## config.mk

```make
export PLATFORM = sky130hd
export DESIGN_NAME = msgpack_stream_tokenizer_core_flat
export DESIGN_NICKNAME = d
export VERILOG_FILES = /design/src/design/mst_pkg.sv /design/src/design/mst_if.sv /design/src/design/mst_ram.sv /design/src/design/mst_front.sv /design/src/design/mst_back.sv /design/src/design/msgpack_stream_tokenizer_core.sv /design/src/flat_wrapper.sv
export SDC_FILE = /design/constraint.sdc
export NUM_CORES = 1
export LEC_CHECK = 0
export ABC_AREA = 1
export BUFFER_PORTS_ARGS = -buffer_cell sky130_fd_sc_hd__buf_2
export CAP_MARGIN = 30
export CORE_MARGIN = 2
export CORE_UTILIZATION = 35
export CTS_CLUSTER_DIAMETER = 120
export DETAILED_ROUTE_END_ITERATION = 8
export REMOVE_ABC_BUFFERS = 1
export SYNTH_ARGS = -nofsm -noshare
export SYNTH_HDL_FRONTEND = slang
export SYNTH_SLANG_ARGS = --single-unit
```

## constraint.sdc

```tcl
create_clock -name clk -period 13.6 [get_ports clk]
set_input_delay 1.36 -clock clk [delete_from_list [all_inputs] [get_ports clk]]
set_output_delay 1.36 -clock clk [all_outputs]
set_load 0.03 [all_outputs]
```

## src/design/mst_pkg.sv

```systemverilog
// ----------------------------------------------------------------------------
// mst_pkg
// Shared types, codes and header decode helpers for the token stream block.
// ----------------------------------------------------------------------------
package mst_pkg;

	localparam int DEF_MAX_DEPTH = 16;
	localparam logic [7:0] KLIMIT_RESET = 8'd64;
	localparam logic [4:0] FIXLEN_MASK = 5'h1f;

	localparam logic [7:0] HDR_FIXMAP   = 8'h80;
	localparam logic [7:0] HDR_FIXARR   = 8'h90;
	localparam logic [7:0] HDR_FIXSTR   = 8'ha0;
	localparam logic [7:0] HDR_NIL      = 8'hc0;
	localparam logic [7:0] HDR_NEVER    = 8'hc1;
	localparam logic [7:0] HDR_FALSE    = 8'hc2;
	localparam logic [7:0] HDR_TRUE     = 8'hc3;
	localparam logic [7:0] HDR_BIN8     = 8'hc4;
	localparam logic [7:0] HDR_EXT32    = 8'hc9;
	localparam logic [7:0] HDR_F32      = 8'hca;
	localparam logic [7:0] HDR_F64      = 8'hcb;
	localparam logic [7:0] HDR_U8       = 8'hcc;
	localparam logic [7:0] HDR_U16      = 8'hcd;
	localparam logic [7:0] HDR_U32      = 8'hce;
	localparam logic [7:0] HDR_U64      = 8'hcf;
	localparam logic [7:0] HDR_I8       = 8'hd0;
	localparam logic [7:0] HDR_I16      = 8'hd1;
	localparam logic [7:0] HDR_I32      = 8'hd2;
	localparam logic [7:0] HDR_I64      = 8'hd3;
	localparam logic [7:0] HDR_FIXEXT1  = 8'hd4;
	localparam logic [7:0] HDR_FIXEXT16 = 8'hd8;
	localparam logic [7:0] HDR_STR8     = 8'hd9;
	localparam logic [7:0] HDR_STR16    = 8'hda;
	localparam logic [7:0] HDR_STR32    = 8'hdb;
	localparam logic [7:0] HDR_ARR16    = 8'hdc;
	localparam logic [7:0] HDR_ARR32    = 8'hdd;
	localparam logic [7:0] HDR_MAP16    = 8'hde;
	localparam logic [7:0] HDR_MAP32    = 8'hdf;
	localparam logic [7:0] HDR_NEGFIX   = 8'he0;

	typedef enum logic [3:0] {
		K_NULL    = 4'd0,
		K_FALSE   = 4'd1,
		K_TRUE    = 4'd2,
		K_INT     = 4'd3,
		K_F32     = 4'd4,
		K_F64     = 4'd5,
		K_STR     = 4'd6,
		K_STRBYTE = 4'd7,
		K_KEY     = 4'd8,
		K_KEYBYTE = 4'd9,
		K_MAP     = 4'd10,
		K_ARRAY   = 4'd11,
		K_CLOSE   = 4'd12,
		K_ERROR   = 4'd13,
		K_DONE    = 4'd14
	} kind_t;

	typedef enum logic [2:0] {
		E_NONE      = 3'd0,
		E_TRUNC     = 3'd1,
		E_UNSUP     = 3'd2,
		E_KEYTYPE   = 3'd3,
		E_ROOT      = 3'd4,
		E_DEPTH     = 3'd5,
		E_KEYLEN    = 3'd6
	} err_t;

	typedef enum logic [3:0] {
		C_POSFIX,
		C_NEGFIX,
		C_FIXMAP,
		C_FIXARR,
		C_FIXSTR,
		C_NIL,
		C_FALSE,
		C_TRUE,
		C_COLLECT,
		C_STRHDR,
		C_UNSUP
	} hdr_class_t;

	typedef struct packed {
		logic [7:0] data;
		logic       eob;
		logic       som;
		hdr_class_t cls;
		logic       cont;
	} mst_item_t;

	typedef struct packed {
		kind_t       kind;
		logic [63:0] value;
		logic [31:0] length;
		logic [4:0]  depth;
		err_t        err;
		logic        last;
	} tok_t;

	function automatic hdr_class_t classify(input logic [7:0] h);
		hdr_class_t c;
		if (h < HDR_FIXMAP) begin
			c = C_POSFIX;
		end else if (h >= HDR_NEGFIX) begin
			c = C_NEGFIX;
		end else if (h[7:4] == HDR_FIXMAP[7:4]) begin
			c = C_FIXMAP;
		end else if (h[7:4] == HDR_FIXARR[7:4]) begin
			c = C_FIXARR;
		end else if (h[7:5] == HDR_FIXSTR[7:5]) begin
			c = C_FIXSTR;
		end else if (h == HDR_NIL) begin
			c = C_NIL;
		end else if (h == HDR_FALSE) begin
			c = C_FALSE;
		end else if (h == HDR_TRUE) begin
			c = C_TRUE;
		end else if (h == HDR_NEVER || (h >= HDR_BIN8 && h <= HDR_EXT32) || h == HDR_U64
				|| (h >= HDR_FIXEXT1 && h <= HDR_FIXEXT16)) begin
			c = C_UNSUP;
		end else if (h >= HDR_STR8 && h <= HDR_STR32) begin
			c = C_STRHDR;
		end else begin
			c = C_COLLECT;
		end
		return c;
	endfunction

	function automatic logic [3:0] operand_bytes(input logic [7:0] h);
		logic [3:0] n;
		case (h) inside
			HDR_U8, HDR_I8, HDR_STR8: n = 4'd1;
			HDR_U16, HDR_I16, HDR_STR16, HDR_ARR16, HDR_MAP16: n = 4'd2;
			HDR_F32, HDR_U32, HDR_I32, HDR_STR32, HDR_ARR32, HDR_MAP32: n = 4'd4;
			HDR_F64, HDR_I64: n = 4'd8;
			default: n = 4'd1;
		endcase
		return n;
	endfunction

endpackage

```

## src/design/mst_if.sv

```systemverilog
// ----------------------------------------------------------------------------
// mst_if
// Channel interfaces: encoded byte input, token output, key limit write.
// ----------------------------------------------------------------------------
interface mst_byte_if;
	logic       valid;
	logic       ready;
	logic [7:0] data_byte;
	logic       end_of_buffer;
	logic       start_of_message;

	modport source (output valid, data_byte, end_of_buffer, start_of_message, input ready);
	modport sink (input valid, data_byte, end_of_buffer, start_of_message, output ready);
endinterface

interface mst_token_if;
	logic               valid;
	logic               ready;
	logic [3:0]         token_kind;
	logic signed [63:0] token_value;
	logic [31:0]        token_length;
	logic [4:0]         nest_depth;
	logic [2:0]         error_code;
	logic               last_event;

	modport source (output valid, token_kind, token_value, token_length, nest_depth,
		error_code, last_event, input ready);
	modport sink (input valid, token_kind, token_value, token_length, nest_depth,
		error_code, last_event, output ready);
endinterface

interface mst_cfg_if;
	logic       valid;
	logic       ready;
	logic [7:0] key_length_limit;

	modport source (output valid, key_length_limit, input ready);
	modport sink (input valid, key_length_limit, output ready);
endinterface

```

## src/design/mst_ram.sv

```systemverilog
// ----------------------------------------------------------------------------
// mst_ram
// Generic single write port, single read port RAM with registered read data.
// ----------------------------------------------------------------------------
module mst_ram #(
	parameter int WIDTH = 34,
	parameter int DEPTH = 16,
	localparam int AW = (DEPTH > 1) ? $clog2(DEPTH) : 1
) (
	input  logic             clk,
	input  logic             we,
	input  logic [AW-1:0]    waddr,
	input  logic [WIDTH-1:0] wdata,
	input  logic             re,
	input  logic [AW-1:0]    raddr,
	output logic [WIDTH-1:0] rdata
);

	logic [WIDTH-1:0] mem_q [DEPTH];

	always_ff @(posedge clk) begin
		if (we) begin
			mem_q[waddr] <= wdata;
		end
		if (re) begin
			rdata <= mem_q[raddr];
		end
	end

endmodule

```

## src/design/mst_front.sv

```systemverilog
// ----------------------------------------------------------------------------
// mst_front
// Accepts byte beats, classifies them as headers and queues them for the back.
// ----------------------------------------------------------------------------
module mst_front (
	input  logic              clk,
	input  logic              arst_n,
	mst_byte_if.sink          bytes,
	output mst_pkg::mst_item_t item,
	output logic              item_valid,
	input  logic              item_ready
);
	import mst_pkg::*;

	mst_item_t  fifo_q [2];
	logic       wr_q;
	logic       rd_q;
	logic [1:0] cnt_q;
	logic       push;
	logic       pop;
	mst_item_t  in_item;

	assign bytes.ready = (cnt_q != 2'd2);
	assign push = bytes.valid && bytes.ready;
	assign pop = item_valid && item_ready;
	assign item_valid = (cnt_q != 2'd0);
	assign item = fifo_q[rd_q];

	always_comb begin
		in_item.data = bytes.data_byte;
		in_item.eob = bytes.end_of_buffer;
		in_item.som = bytes.start_of_message;
		in_item.cls = classify(bytes.data_byte);
		in_item.cont = (in_item.cls == C_FIXMAP) || (in_item.cls == C_FIXARR)
			|| (bytes.data_byte >= HDR_ARR16 && bytes.data_byte <= HDR_MAP32);
	end

	always_ff @(posedge clk) begin
		if (push) begin
			fifo_q[wr_q] <= in_item;
		end
	end

	always_ff @(posedge clk or negedge arst_n) begin
		if (!arst_n) begin
			wr_q <= 1'b0;
			rd_q <= 1'b0;
			cnt_q <= 2'd0;
		end else begin
			if (push) begin
				wr_q <= ~wr_q;
			end
			if (pop) begin
				rd_q <= ~rd_q;
			end
			if (push && !pop) begin
				cnt_q <= cnt_q + 2'd1;
			end else if (pop && !push) begin
				cnt_q <= cnt_q - 2'd1;
			end
		end
	end

endmodule

```

## src/design/mst_back.sv

```systemverilog
// ----------------------------------------------------------------------------
// mst_back
// Parser sequencer: carries out queued bytes, keeps the nesting stack and
// emits token beats through a hold stage and an output register.
// ----------------------------------------------------------------------------
module mst_back #(
	parameter int MAX_DEPTH = mst_pkg::DEF_MAX_DEPTH
) (
	input  logic              clk,
	input  logic              arst_n,
	input  mst_pkg::mst_item_t item,
	input  logic              item_valid,
	output logic              item_ready,
	mst_cfg_if.sink           cfg,
	mst_token_if.source       tokens
);
	import mst_pkg::*;

	localparam int DW = $clog2(MAX_DEPTH + 1);
	localparam int AW = (MAX_DEPTH > 1) ? $clog2(MAX_DEPTH) : 1;
	localparam int EW = 34;

	typedef enum logic [6:0] {
		P_ROOT    = 7'b0000001,
		P_HEADER  = 7'b0000010,
		P_COLLECT = 7'b0000100,
		P_STRB    = 7'b0001000,
		P_KEYB    = 7'b0010000,
		P_DONE    = 7'b0100000,
		P_ERROR   = 7'b1000000
	} phase_t;

	typedef enum logic [5:0] {
		S_IDLE   = 6'b000001,
		S_ECLOSE = 6'b000010,
		S_FIN    = 6'b000100,
		S_POPRD  = 6'b001000,
		S_EOB    = 6'b010000,
		S_FLUSH  = 6'b100000
	} state_t;

	state_t        state_q, state_d;
	phase_t        phase_q, phase_d, eff_phase;
	logic [7:0]    hdr_q, hdr_d;
	logic [3:0]    cbytes_q, cbytes_d;
	logic [63:0]   vshift_q, vshift_d, nv;
	logic [31:0]   srem_q, srem_d;
	logic [DW-1:0] dp_q, dp_d, eff_dp;
	logic [31:0]   top_cnt_q, top_cnt_d, cm1;
	logic          top_map_q, top_map_d;
	logic          top_await_q, top_await_d;
	logic          eob_q, eob_d;
	logic [7:0]    klimit_q;
	tok_t          hold_q, out_q, ev;
	logic          hold_v_q, out_v_q;
	logic          ev_gen, take, go, out_free, key_exp;
	logic          do_fail, do_scalar, do_str, do_collect, do_cont;
	err_t          fail_code;
	kind_t         sc_kind;
	logic [63:0]   sc_val;
	logic          s_key, c_map;
	logic [31:0]   s_len, c_cnt;
	logic          mem_we, mem_re;
	logic [AW-1:0] mem_waddr, mem_raddr;
	logic [EW-1:0] mem_wdata, mem_rdata;
	logic [DW+4:0] dpx;
	logic [DW-1:0] dp_m1, dp_m2, dp_p1;

	function automatic logic [4:0] d5(input logic [DW-1:0] d);
		logic [DW+4:0] t;
		t = {5'd0, d};
		return t[4:0];
	endfunction

	mst_ram #(.WIDTH(EW), .DEPTH(MAX_DEPTH)) u_stack (
		.clk   (clk),
		.we    (mem_we),
		.waddr (mem_waddr),
		.wdata (mem_wdata),
		.re    (mem_re),
		.raddr (mem_raddr),
		.rdata (mem_rdata)
	);

	assign out_free = !out_v_q || tokens.ready;
	assign go = (state_q == S_FLUSH) ? (!hold_v_q || out_free)
		: (!ev_gen || !hold_v_q || out_free);
	assign item_ready = take && go;

	assign cfg.ready = 1'b1;
	assign tokens.valid = out_v_q;
	assign tokens.token_kind = out_q.kind;
	assign tokens.token_value = $signed(out_q.value);
	assign tokens.token_length = out_q.length;
	assign tokens.nest_depth = out_q.depth;
	assign tokens.error_code = out_q.err;
	assign tokens.last_event = out_q.last;

	always_comb begin
		state_d = state_q;
		phase_d = phase_q;
		hdr_d = hdr_q;
		cbytes_d = cbytes_q;
		vshift_d = vshift_q;
		srem_d = srem_q;
		dp_d = dp_q;
		top_cnt_d = top_cnt_q;
		top_map_d = top_map_q;
		top_await_d = top_await_q;
		eob_d = eob_q;
		eff_phase = phase_q;
		eff_dp = dp_q;
		key_exp = (dp_q != '0) && top_map_q && top_await_q;
		ev_gen = 1'b0;
		ev = '0;
		take = 1'b0;
		mem_we = 1'b0;
		mem_re = 1'b0;
		mem_waddr = '0;
		mem_raddr = '0;
		mem_wdata = {top_cnt_q, top_map_q, top_await_q};
		do_fail = 1'b0;
		do_scalar = 1'b0;
		do_str = 1'b0;
		do_collect = 1'b0;
		do_cont = 1'b0;
		fail_code = E_NONE;
		sc_kind = K_NULL;
		sc_val = '0;
		s_key = 1'b0;
		s_len = '0;
		c_map = 1'b0;
		c_cnt = '0;
		nv = {vshift_q[55:0], item.data};
		cm1 = top_cnt_q - 32'd1;
		dpx = '0;
		dp_m1 = dp_q - DW'(1);
		dp_m2 = dp_q - DW'(2);
		dp_p1 = '0;

		unique case (state_q)
			S_IDLE: begin
				if (item_valid) begin
					take = 1'b1;
					eob_d = item.eob;
					state_d = S_EOB;
					if (item.som) begin
						eff_phase = P_ROOT;
						eff_dp = '0;
						key_exp = 1'b0;
						phase_d = P_ROOT;
						dp_d = '0;
						hdr_d = '0;
						cbytes_d = '0;
						vshift_d = '0;
						srem_d = '0;
					end
					unique case (eff_phase)
						P_ROOT, P_HEADER: begin
							if (key_exp) begin
								if (item.cls == C_FIXSTR) begin
									do_str = 1'b1;
									s_key = 1'b1;
									s_len = {27'd0, item.data[4:0] & FIXLEN_MASK};
								end else if (item.cls == C_STRHDR) begin
									do_collect = 1'b1;
								end else begin
									do_fail = 1'b1;
									fail_code = E_KEYTYPE;
								end
							end else if (item.cls == C_UNSUP) begin
								do_fail = 1'b1;
								fail_code = E_UNSUP;
							end else if (eff_dp == '0 && !item.cont) begin
								do_fail = 1'b1;
								fail_code = E_ROOT;
							end else begin
								unique case (item.cls)
									C_POSFIX: begin
										do_scalar = 1'b1;
										sc_kind = K_INT;
										sc_val = {56'd0, item.data};
									end
									C_NEGFIX: begin
										do_scalar = 1'b1;
										sc_kind = K_INT;
										sc_val = {{56{item.data[7]}}, item.data};
									end
									C_FIXMAP, C_FIXARR: begin
										do_cont = 1'b1;
										c_map = (item.cls == C_FIXMAP);
										c_cnt = {28'd0, item.data[3:0]};
									end
									C_FIXSTR: begin
										do_str = 1'b1;
										s_len = {27'd0, item.data[4:0] & FIXLEN_MASK};
									end
									C_NIL: begin
										do_scalar = 1'b1;
										sc_kind = K_NULL;
									end
									C_FALSE: begin
										do_scalar = 1'b1;
										sc_kind = K_FALSE;
									end
									C_TRUE: begin
										do_scalar = 1'b1;
										sc_kind = K_TRUE;
									end
									C_COLLECT, C_STRHDR: begin
										do_collect = 1'b1;
									end
									default: begin
										do_fail = 1'b1;
										fail_code = E_UNSUP;
									end
								endcase
							end
						end
						P_COLLECT: begin
							vshift_d = nv;
							cbytes_d = (cbytes_q == 4'd0) ? 4'd0 : cbytes_q - 4'd1;
							if (cbytes_q <= 4'd1) begin
								case (hdr_q) inside
									HDR_F32: begin
										do_scalar = 1'b1;
										sc_kind = K_F32;
										sc_val = {32'd0, nv[31:0]};
									end
									HDR_F64: begin
										do_scalar = 1'b1;
										sc_kind = K_F64;
										sc_val = nv;
									end
									HDR_U8, HDR_U16, HDR_U32, HDR_I64: begin
										do_scalar = 1'b1;
										sc_kind = K_INT;
										sc_val = nv;
									end
									HDR_I8: begin
										do_scalar = 1'b1;
										sc_kind = K_INT;
										sc_val = {{56{nv[7]}}, nv[7:0]};
									end
									HDR_I16: begin
										do_scalar = 1'b1;
										sc_kind = K_INT;
										sc_val = {{48{nv[15]}}, nv[15:0]};
									end
									HDR_I32: begin
										do_scalar = 1'b1;
										sc_kind = K_INT;
										sc_val = {{32{nv[31]}}, nv[31:0]};
									end
									HDR_STR8, HDR_STR16, HDR_STR32: begin
										do_str = 1'b1;
										s_key = key_exp;
										s_len = nv[31:0];
									end
									HDR_ARR16, HDR_ARR32: begin
										do_cont = 1'b1;
										c_cnt = nv[31:0];
									end
									HDR_MAP16, HDR_MAP32: begin
										do_cont = 1'b1;
										c_map = 1'b1;
										c_cnt = nv[31:0];
									end
									default: begin
										do_fail = 1'b1;
										fail_code = E_UNSUP;
									end
								endcase
							end
						end
						P_STRB: begin
							ev_gen = 1'b1;
							ev.kind = K_STRBYTE;
							ev.value = {56'd0, item.data};
							ev.depth = d5(dp_q);
							srem_d = srem_q - 32'd1;
							if (srem_q == 32'd1) begin
								state_d = S_FIN;
							end
						end
						P_KEYB: begin
							ev_gen = 1'b1;
							ev.kind = K_KEYBYTE;
							ev.value = {56'd0, item.data};
							ev.depth = d5(dp_q);
							srem_d = srem_q - 32'd1;
							if (srem_q == 32'd1) begin
								if (dp_q != '0) begin
									top_await_d = 1'b0;
								end
								phase_d = P_HEADER;
							end
						end
						default: begin
						end
					endcase
				end
			end
			S_ECLOSE: begin
				ev_gen = 1'b1;
				ev.kind = K_CLOSE;
				ev.depth = d5(dp_q);
				state_d = S_FIN;
			end
			S_FIN: begin
				if (dp_q == '0) begin
					ev_gen = 1'b1;
					ev.kind = K_DONE;
					phase_d = P_DONE;
					state_d = S_EOB;
				end else begin
					if (top_map_q) begin
						top_await_d = 1'b1;
					end
					top_cnt_d = cm1;
					if (cm1 != 32'd0) begin
						phase_d = P_HEADER;
						state_d = S_EOB;
					end else begin
						dp_d = dp_m1;
						ev_gen = 1'b1;
						ev.kind = K_CLOSE;
						ev.depth = d5(dp_m1);
						if (dp_m1 == '0) begin
							state_d = S_FIN;
						end else begin
							mem_re = 1'b1;
							mem_raddr = dp_m2[AW-1:0];
							state_d = S_POPRD;
						end
					end
				end
			end
			S_POPRD: begin
				{top_cnt_d, top_map_d, top_await_d} = mem_rdata;
				state_d = S_FIN;
			end
			S_EOB: begin
				if (eob_q && phase_q != P_DONE && phase_q != P_ERROR) begin
					do_fail = 1'b1;
					fail_code = E_TRUNC;
				end
				state_d = S_FLUSH;
			end
			S_FLUSH: begin
				state_d = S_IDLE;
			end
			default: begin
				state_d = S_IDLE;
			end
		endcase

		// header actions
		if (do_scalar) begin
			ev_gen = 1'b1;
			ev.kind = sc_kind;
			ev.value = sc_val;
			ev.depth = d5(eff_dp);
			state_d = S_FIN;
		end
		if (do_collect) begin
			hdr_d = item.data;
			cbytes_d = operand_bytes(item.data);
			vshift_d = '0;
			phase_d = P_COLLECT;
		end
		if (do_str) begin
			if (s_key && s_len >= {24'd0, klimit_q}) begin
				do_fail = 1'b1;
				fail_code = E_KEYLEN;
			end else begin
				ev_gen = 1'b1;
				ev.kind = s_key ? K_KEY : K_STR;
				ev.length = s_len;
				ev.depth = d5(eff_dp);
				if (s_len == 32'd0) begin
					if (s_key) begin
						top_await_d = 1'b0;
						phase_d = P_HEADER;
					end else begin
						state_d = S_FIN;
					end
				end else begin
					srem_d = s_len;
					phase_d = s_key ? P_KEYB : P_STRB;
				end
			end
		end
		if (do_cont) begin
			dpx = {5'd0, eff_dp} + (DW+5)'(1);
			dp_p1 = dpx[DW-1:0];
			if (eff_dp >= DW'(MAX_DEPTH)) begin
				do_fail = 1'b1;
				fail_code = E_DEPTH;
			end else begin
				ev_gen = 1'b1;
				ev.kind = c_map ? K_MAP : K_ARRAY;
				ev.length = c_cnt;
				ev.depth = d5(dp_p1);
				if (c_cnt == 32'd0) begin
					state_d = S_ECLOSE;
				end else begin
					if (eff_dp != '0) begin
						mem_we = 1'b1;
						mem_waddr = dp_m1[AW-1:0];
					end
					top_cnt_d = c_cnt;
					top_map_d = c_map;
					top_await_d = 1'b1;
					dp_d = dp_p1;
					phase_d = P_HEADER;
				end
			end
		end
		if (do_fail) begin
			ev_gen = 1'b1;
			ev = '0;
			ev.kind = K_ERROR;
			ev.err = fail_code;
			ev.depth = d5(dp_d);
			phase_d = P_ERROR;
		end

		if (!go) begin
			mem_we = 1'b0;
			mem_re = 1'b0;
		end
	end

	always_ff @(posedge clk) begin
		if (go) begin
			hdr_q <= hdr_d;
			cbytes_q <= cbytes_d;
			vshift_q <= vshift_d;
			srem_q <= srem_d;
			top_cnt_q <= top_cnt_d;
			top_map_q <= top_map_d;
			top_await_q <= top_await_d;
			eob_q <= eob_d;
			if (ev_gen) begin
				hold_q <= ev;
				if (hold_v_q) begin
					out_q <= hold_q;
				end
			end else if (state_q == S_FLUSH && hold_v_q) begin
				out_q <= {hold_q[$bits(tok_t)-1:1], 1'b1};
			end
		end
	end

	always_ff @(posedge clk or negedge arst_n) begin
		if (!arst_n) begin
			state_q <= S_IDLE;
			phase_q <= P_ROOT;
			dp_q <= '0;
			klimit_q <= KLIMIT_RESET;
			hold_v_q <= 1'b0;
			out_v_q <= 1'b0;
		end else begin
			if (cfg.valid) begin
				klimit_q <= cfg.key_length_limit;
			end
			if (out_v_q && tokens.ready) begin
				out_v_q <= 1'b0;
			end
			if (go) begin
				state_q <= state_d;
				phase_q <= phase_d;
				dp_q <= dp_d;
				if (ev_gen) begin
					hold_v_q <= 1'b1;
					if (hold_v_q) begin
						out_v_q <= 1'b1;
					end
				end else if (state_q == S_FLUSH && hold_v_q) begin
					hold_v_q <= 1'b0;
					out_v_q <= 1'b1;
				end
			end
		end
	end

`ifndef SYNTHESIS
	a_depth_bound: assert property (@(posedge clk) disable iff (!arst_n)
		dp_q <= DW'(MAX_DEPTH))
		else $error("nesting depth above limit");

	a_pop_read: assert property (@(posedge clk) disable iff (!arst_n)
		state_q == S_POPRD |=> state_q == S_FIN)
		else $error("stack read not followed by reload");

	a_flush_empties: assert property (@(posedge clk) disable iff (!arst_n)
		(state_q == S_FLUSH && go) |=> !hold_v_q)
		else $error("hold stage not drained at end of byte");

	a_error_phase: assert property (@(posedge clk) disable iff (!arst_n)
		(go && ev_gen && ev.kind == K_ERROR) |=> phase_q == P_ERROR)
		else $error("error beat without error phase");
`endif

endmodule

```

## src/design/msgpack_stream_tokenizer_core.sv

```systemverilog
// ----------------------------------------------------------------------------
// msgpack_stream_tokenizer_core
// MessagePack byte stream to token beats, with a container nesting stack.
//
//   channel  dir  beat
//   bytes    in   data_byte, end_of_buffer, start_of_message
//   tokens   out  token_kind, token_value, token_length, nest_depth,
//                 error_code, last_event
//   cfg      in   key_length_limit
//
// a byte passes through the idle, eob and flush states of the back sequencer,
// plus fin when it completes a value, plus a state per close and poprd for
// each close that reloads a parent from the stack ram
// a full output register stalls the back until the token beat is taken
// a two-entry queue lets the front take bytes while the back is busy
// the hold stage delays each token by one beat so last_event is known
// no clearing pass after reset; the stack ram is only read below the top
// ----------------------------------------------------------------------------
module msgpack_stream_tokenizer_core #(
	parameter int MAX_DEPTH = mst_pkg::DEF_MAX_DEPTH
) (
	input  logic        clk,
	input  logic        arst_n,
	mst_byte_if.sink    bytes,
	mst_cfg_if.sink     cfg,
	mst_token_if.source tokens
);
	import mst_pkg::*;

	mst_item_t item;
	logic      item_valid;
	logic      item_ready;

	mst_front u_front (
		.clk        (clk),
		.arst_n     (arst_n),
		.bytes      (bytes),
		.item       (item),
		.item_valid (item_valid),
		.item_ready (item_ready)
	);

	mst_back #(.MAX_DEPTH(MAX_DEPTH)) u_back (
		.clk        (clk),
		.arst_n     (arst_n),
		.item       (item),
		.item_valid (item_valid),
		.item_ready (item_ready),
		.cfg        (cfg),
		.tokens     (tokens)
	);

endmodule
```

## src/flat_wrapper.sv

```systemverilog
// flat-port wrapper written by rule: the top's interface ports become plain ports
module msgpack_stream_tokenizer_core_flat import mst_pkg::*;
#(
	parameter int MAX_DEPTH = mst_pkg::DEF_MAX_DEPTH
)
  (clk, arst_n, bytes_valid, bytes_data_byte, bytes_end_of_buffer, bytes_start_of_message, bytes_ready, cfg_valid, cfg_key_length_limit, cfg_ready, tokens_valid, tokens_token_kind, tokens_token_value, tokens_token_length, tokens_nest_depth, tokens_error_code, tokens_last_event, tokens_ready);
  mst_byte_if bytes_i ();
  mst_cfg_if cfg_i ();
  mst_token_if tokens_i ();
  input  logic clk;
  input  logic arst_n;
  input wire logic [$bits(bytes_i.valid)-1:0] bytes_valid;
  input wire logic [$bits(bytes_i.data_byte)-1:0] bytes_data_byte;
  input wire logic [$bits(bytes_i.end_of_buffer)-1:0] bytes_end_of_buffer;
  input wire logic [$bits(bytes_i.start_of_message)-1:0] bytes_start_of_message;
  output wire logic [$bits(bytes_i.ready)-1:0] bytes_ready;
  input wire logic [$bits(cfg_i.valid)-1:0] cfg_valid;
  input wire logic [$bits(cfg_i.key_length_limit)-1:0] cfg_key_length_limit;
  output wire logic [$bits(cfg_i.ready)-1:0] cfg_ready;
  output wire logic [$bits(tokens_i.valid)-1:0] tokens_valid;
  output wire logic [$bits(tokens_i.token_kind)-1:0] tokens_token_kind;
  output wire logic [$bits(tokens_i.token_value)-1:0] tokens_token_value;
  output wire logic [$bits(tokens_i.token_length)-1:0] tokens_token_length;
  output wire logic [$bits(tokens_i.nest_depth)-1:0] tokens_nest_depth;
  output wire logic [$bits(tokens_i.error_code)-1:0] tokens_error_code;
  output wire logic [$bits(tokens_i.last_event)-1:0] tokens_last_event;
  input wire logic [$bits(tokens_i.ready)-1:0] tokens_ready;
  assign bytes_i.valid = bytes_valid;
  assign bytes_i.data_byte = bytes_data_byte;
  assign bytes_i.end_of_buffer = bytes_end_of_buffer;
  assign bytes_i.start_of_message = bytes_start_of_message;
  assign bytes_ready = bytes_i.ready;
  assign cfg_i.valid = cfg_valid;
  assign cfg_i.key_length_limit = cfg_key_length_limit;
  assign cfg_ready = cfg_i.ready;
  assign tokens_valid = tokens_i.valid;
  assign tokens_token_kind = tokens_i.token_kind;
  assign tokens_token_value = tokens_i.token_value;
  assign tokens_token_length = tokens_i.token_length;
  assign tokens_nest_depth = tokens_i.nest_depth;
  assign tokens_error_code = tokens_i.error_code;
  assign tokens_last_event = tokens_i.last_event;
  assign tokens_i.ready = tokens_ready;
  msgpack_stream_tokenizer_core #(.MAX_DEPTH(MAX_DEPTH)) u_core (.clk(clk), .arst_n(arst_n), .bytes(bytes_i), .cfg(cfg_i), .tokens(tokens_i));
endmodule
```

==> qor.yml <==
outcome:
  outcome: "complete, no violations"
layout:
  layout_commonest_cell: "edfxtp_1"
  fin_cells: 6528
  final_nets: 4725
  final_cell_mix: "edfxtp_1 (960), nand2_1 (834), nor2_1 (649), nand3_1 (474), inv_1 (440)"
  drive_above_1_share: 0.0943
  syn2layout_area_growth_pct: 12.9
  postLayoutCoreUtil: 0.399
  antennaDiodeCount: 0
  finish.instance_area_um2: 52600
placed_design:
  dp_cells: 6328
  dp_slack_ns: 7.13
  gp_congestion: 0.914
  dpl.hpwl_um: 82700
  port_buffers: 133
  placed_cell_area_um2: 49200
detailed_routing:
  wl_per_cell_um: 20.8
  ant_nets: 0
  drtIter0Drc: 3710
  drcViolationCount: 0
  vias: 34100
  wirelength_um: 136000
  viasPerCell: 5.23
  dr.pass1.iters: 6
critical_path:
  path_buf_inv: 6
  path_delay_family: "simple AND/OR/NAND/NOR gates"
  cpMostUsedCell: "nand2_1"
  cp_slowest_cell: "dfrtp_1"
  path_max_fanout: 20
  criticalPathCategory: "flip-flop to flip-flop"
  critPathLaunchType: "flip-flop"
  crit_arrival_ns: 7.05
  critPathCaptureType: "flip-flop"
  max_stage_delay_ns: 0.76
  cp_data_required_time_ns: 14.06
synthesis:
  ys_warn_count: 0
  ys_async_sr_fraction: 0.0323
  ys_ff_latch: 992
  yosysSeqAreaShare: 0.635
  avgSynthCellArea_um2: 10.1
  synth.distinct_cells: 62
  netlist_instances: 4603
  ys.flop_type: "edfxtp_1"
  syn_area_um2: 46600
  synth_edf_count: 960
timing:
  max_freq_mhz: 152
  slew_violations: 0
  period_needed_ns: 6.59
  timing.final.ws_setup_ns: 7.01
  rsz0062_at_grt: "false"
  skew_ns: 0.0359
  whs_ns: 0.404
  timing.final.crit_share: 0.485
  hold_violations: 0
  slew_headroom: 0.275
  setup_violations: 0
  tns_ns: 0
  tightest_slew_ns: 1.09
power:
  total_power_mw: 10.4
  p_sw_mw: 3.73
  ir_drop_mv: 0.157
  p_int_mw: 6.64
  leakage_nw: 19.9
  p_clk_frac: 0.279
  netSwitchingFraction: 0.360
  powerDensity_nw_per_um2: 197
  p_seq_frac: 0.482
  combPwrFrac: 0.239
floorplanning:
  io_pins: 135
  die_h_um: 369
  placementRows: 133
  coreArea_um2: 132000
  die_area_um2: 136000
  start_util: 0.354
  die_w_um: 369
clock_tree:
  tritoncts: "done"
  root_buffer: "clkbuf_16"
  post_cts_resized: 0
  cts_setup_buffers: 0
  htree_levels: 3
  clkSinkCount: 992
  cts_made_buffers: 107
  hold_buffers: 0
  clockBufferDepth: 3
  path_clk_slew_ns: 0.06
  clkLatencyLatePin_ns: 0.71
grt:
  grt_pass1_wl_um: 205000
  overflow: 0
  grtUsageTotal: 0.196
  grt_pass1_vias: 32700
  grt_max_degree: 191
  grt_util_met2: 0.310
  antenna_found_initial: 2
  use_met1: 0.278
  use_met3: 0.0227
  top_usage_layer: "met2"
hold_path:
  min_path_type: "flip-flop to flip-flop"
job:
  drv_cap: 0
==> layout make-up <==
type	count	area (µm²)
Tap cell	1755	2200
Inverter	451	1700
Sequential cell	992	29600
Clock buffer	140	2840
Fill cell	12800	79200
Timing Repair Buffer	206	1250
Multi-Input combinational cell	2924	14400
Clock inverter	60	628
==> cells in the mapped netlist, types with 7 or more instances <==
cell type	instances	area (µm²)
buf_2	67	335
nand4_1	44	275
a21oi_1	134	671
nor4_1	7	43.8
o31ai_1	11	82.6
edfxtp_1	960	28800
nand3_1	475	2380
clkbuf_1	121	454
inv_1	442	1660
o21ai_1	16	80.1
a22oi_1	23	173
or2_2	9	56.3
o211ai_1	12	90.1
a31oi_1	25	156
nor2_2	12	75.1
nor3_1	40	200
nand2_1	835	3130
o21ai_0	226	1130
buf_4	25	188
nor2_4	7	78.8
ha_1	20	250
nand3b_1	279	2090
nand2_2	7	43.8
buf_6	7	78.8
dfrtp_1	29	726
buf_1	16	60.1
nor2_1	667	2500
==> sequential cells by signal, indices dropped and copies added (netlist names), 2 cells and up <==
register	cells
u_core.u_back.u_stack.mem_q	544
u_core.u_back.hold_q	108
u_core.u_back.tokens.token_value	64
u_core.u_back.vshift_q	56
u_core.u_back.u_stack.rdata	34
u_core.u_back.srem_q	32
u_core.u_back.tokens.token_length	32
u_core.u_back.top_cnt_q	32
u_core.u_front.fifo_q	30
u_core.u_back.hdr_q	8
u_core.u_back.klimit_q	8
u_core.u_back.phase_q	7
u_core.u_back.state_q	6
u_core.u_back.dp_q	5
u_core.u_back.tokens.nest_depth	5
u_core.u_back.cbytes_q	4
u_core.u_back.tokens.token_kind	4
u_core.u_back.tokens.error_code	3
u_core.u_front.cnt_q	2
==> power groups by stage <==
stage / clock network, mW / logic (mW) / registers (mW)
detailed placement: 0 / 2.46 / 5.05
floorplan: 0 / 1.26 / 5.22
global route: 3.06 / 2.70 / 5.07
global placement: 0 / 2.46 / 5.05
CTS: 2.94 / 2.48 / 5.00
finish: 2.89 / 2.48 / 5.00
==> cell families after synthesis <==
family          Yosys count  share of synthesized area
xor+xnor                  6                    0.00113
flops                   992                      0.635
other cells               1                  0.0000804
buf+inv                 687                     0.0602
compound gates          494                     0.0593
mux                       3                   0.000697
fa+ha+maj                20                    0.00536
simple gates           2400                      0.238
==> worst register-to-register path: cells and delay by family, from the launching register on <==
kind	cells	cell delay [ns]
buf+inv	6	1.46
compound gates	4	1.03
flops	1	0.76
fa+ha+maj	1	0.32
simple gates	20	2.78
==> layer usage <==
| metal | wire length (µm) | vias up | part of all wire |
|---|---|---|---|
| met5 | 0 | - | 0 |
| met4 | 4450 | 0 | 0.033 |
| met3 | 8660 | 243 | 0.064 |
| met2 | 62100 | 1267 | 0.46 |
| met1 | 60300 | 16600 | 0.45 |
| li1 | - | 16000 | - |
==> path summary, 6_finish.rpt <==
kind	startpoint	end	slack, ns	depth (start not counted)
worst max-delay path	u_core.u_front.rd_q	u_core.u_back.srem_q[31]	7.01	31
worst min-delay path	u_core.u_back.hold_q[79]	u_core.u_back.tokens.token_value[38]	0.40	0
worst max register to register	u_core.u_front.rd_q	u_core.u_back.srem_q[31]	7.01	31
worst min register to register	u_core.u_back.hold_q[79]	u_core.u_back.tokens.token_value[38]	0.40	0
max in group asynchronous	arst_n	u_core.u_back.dp_q[0]	12.15	1
min in group asynchronous	arst_n	u_core.u_back.klimit_q[2]	0.80	1
No activity file was read; power rests on OpenSTA's default activity.
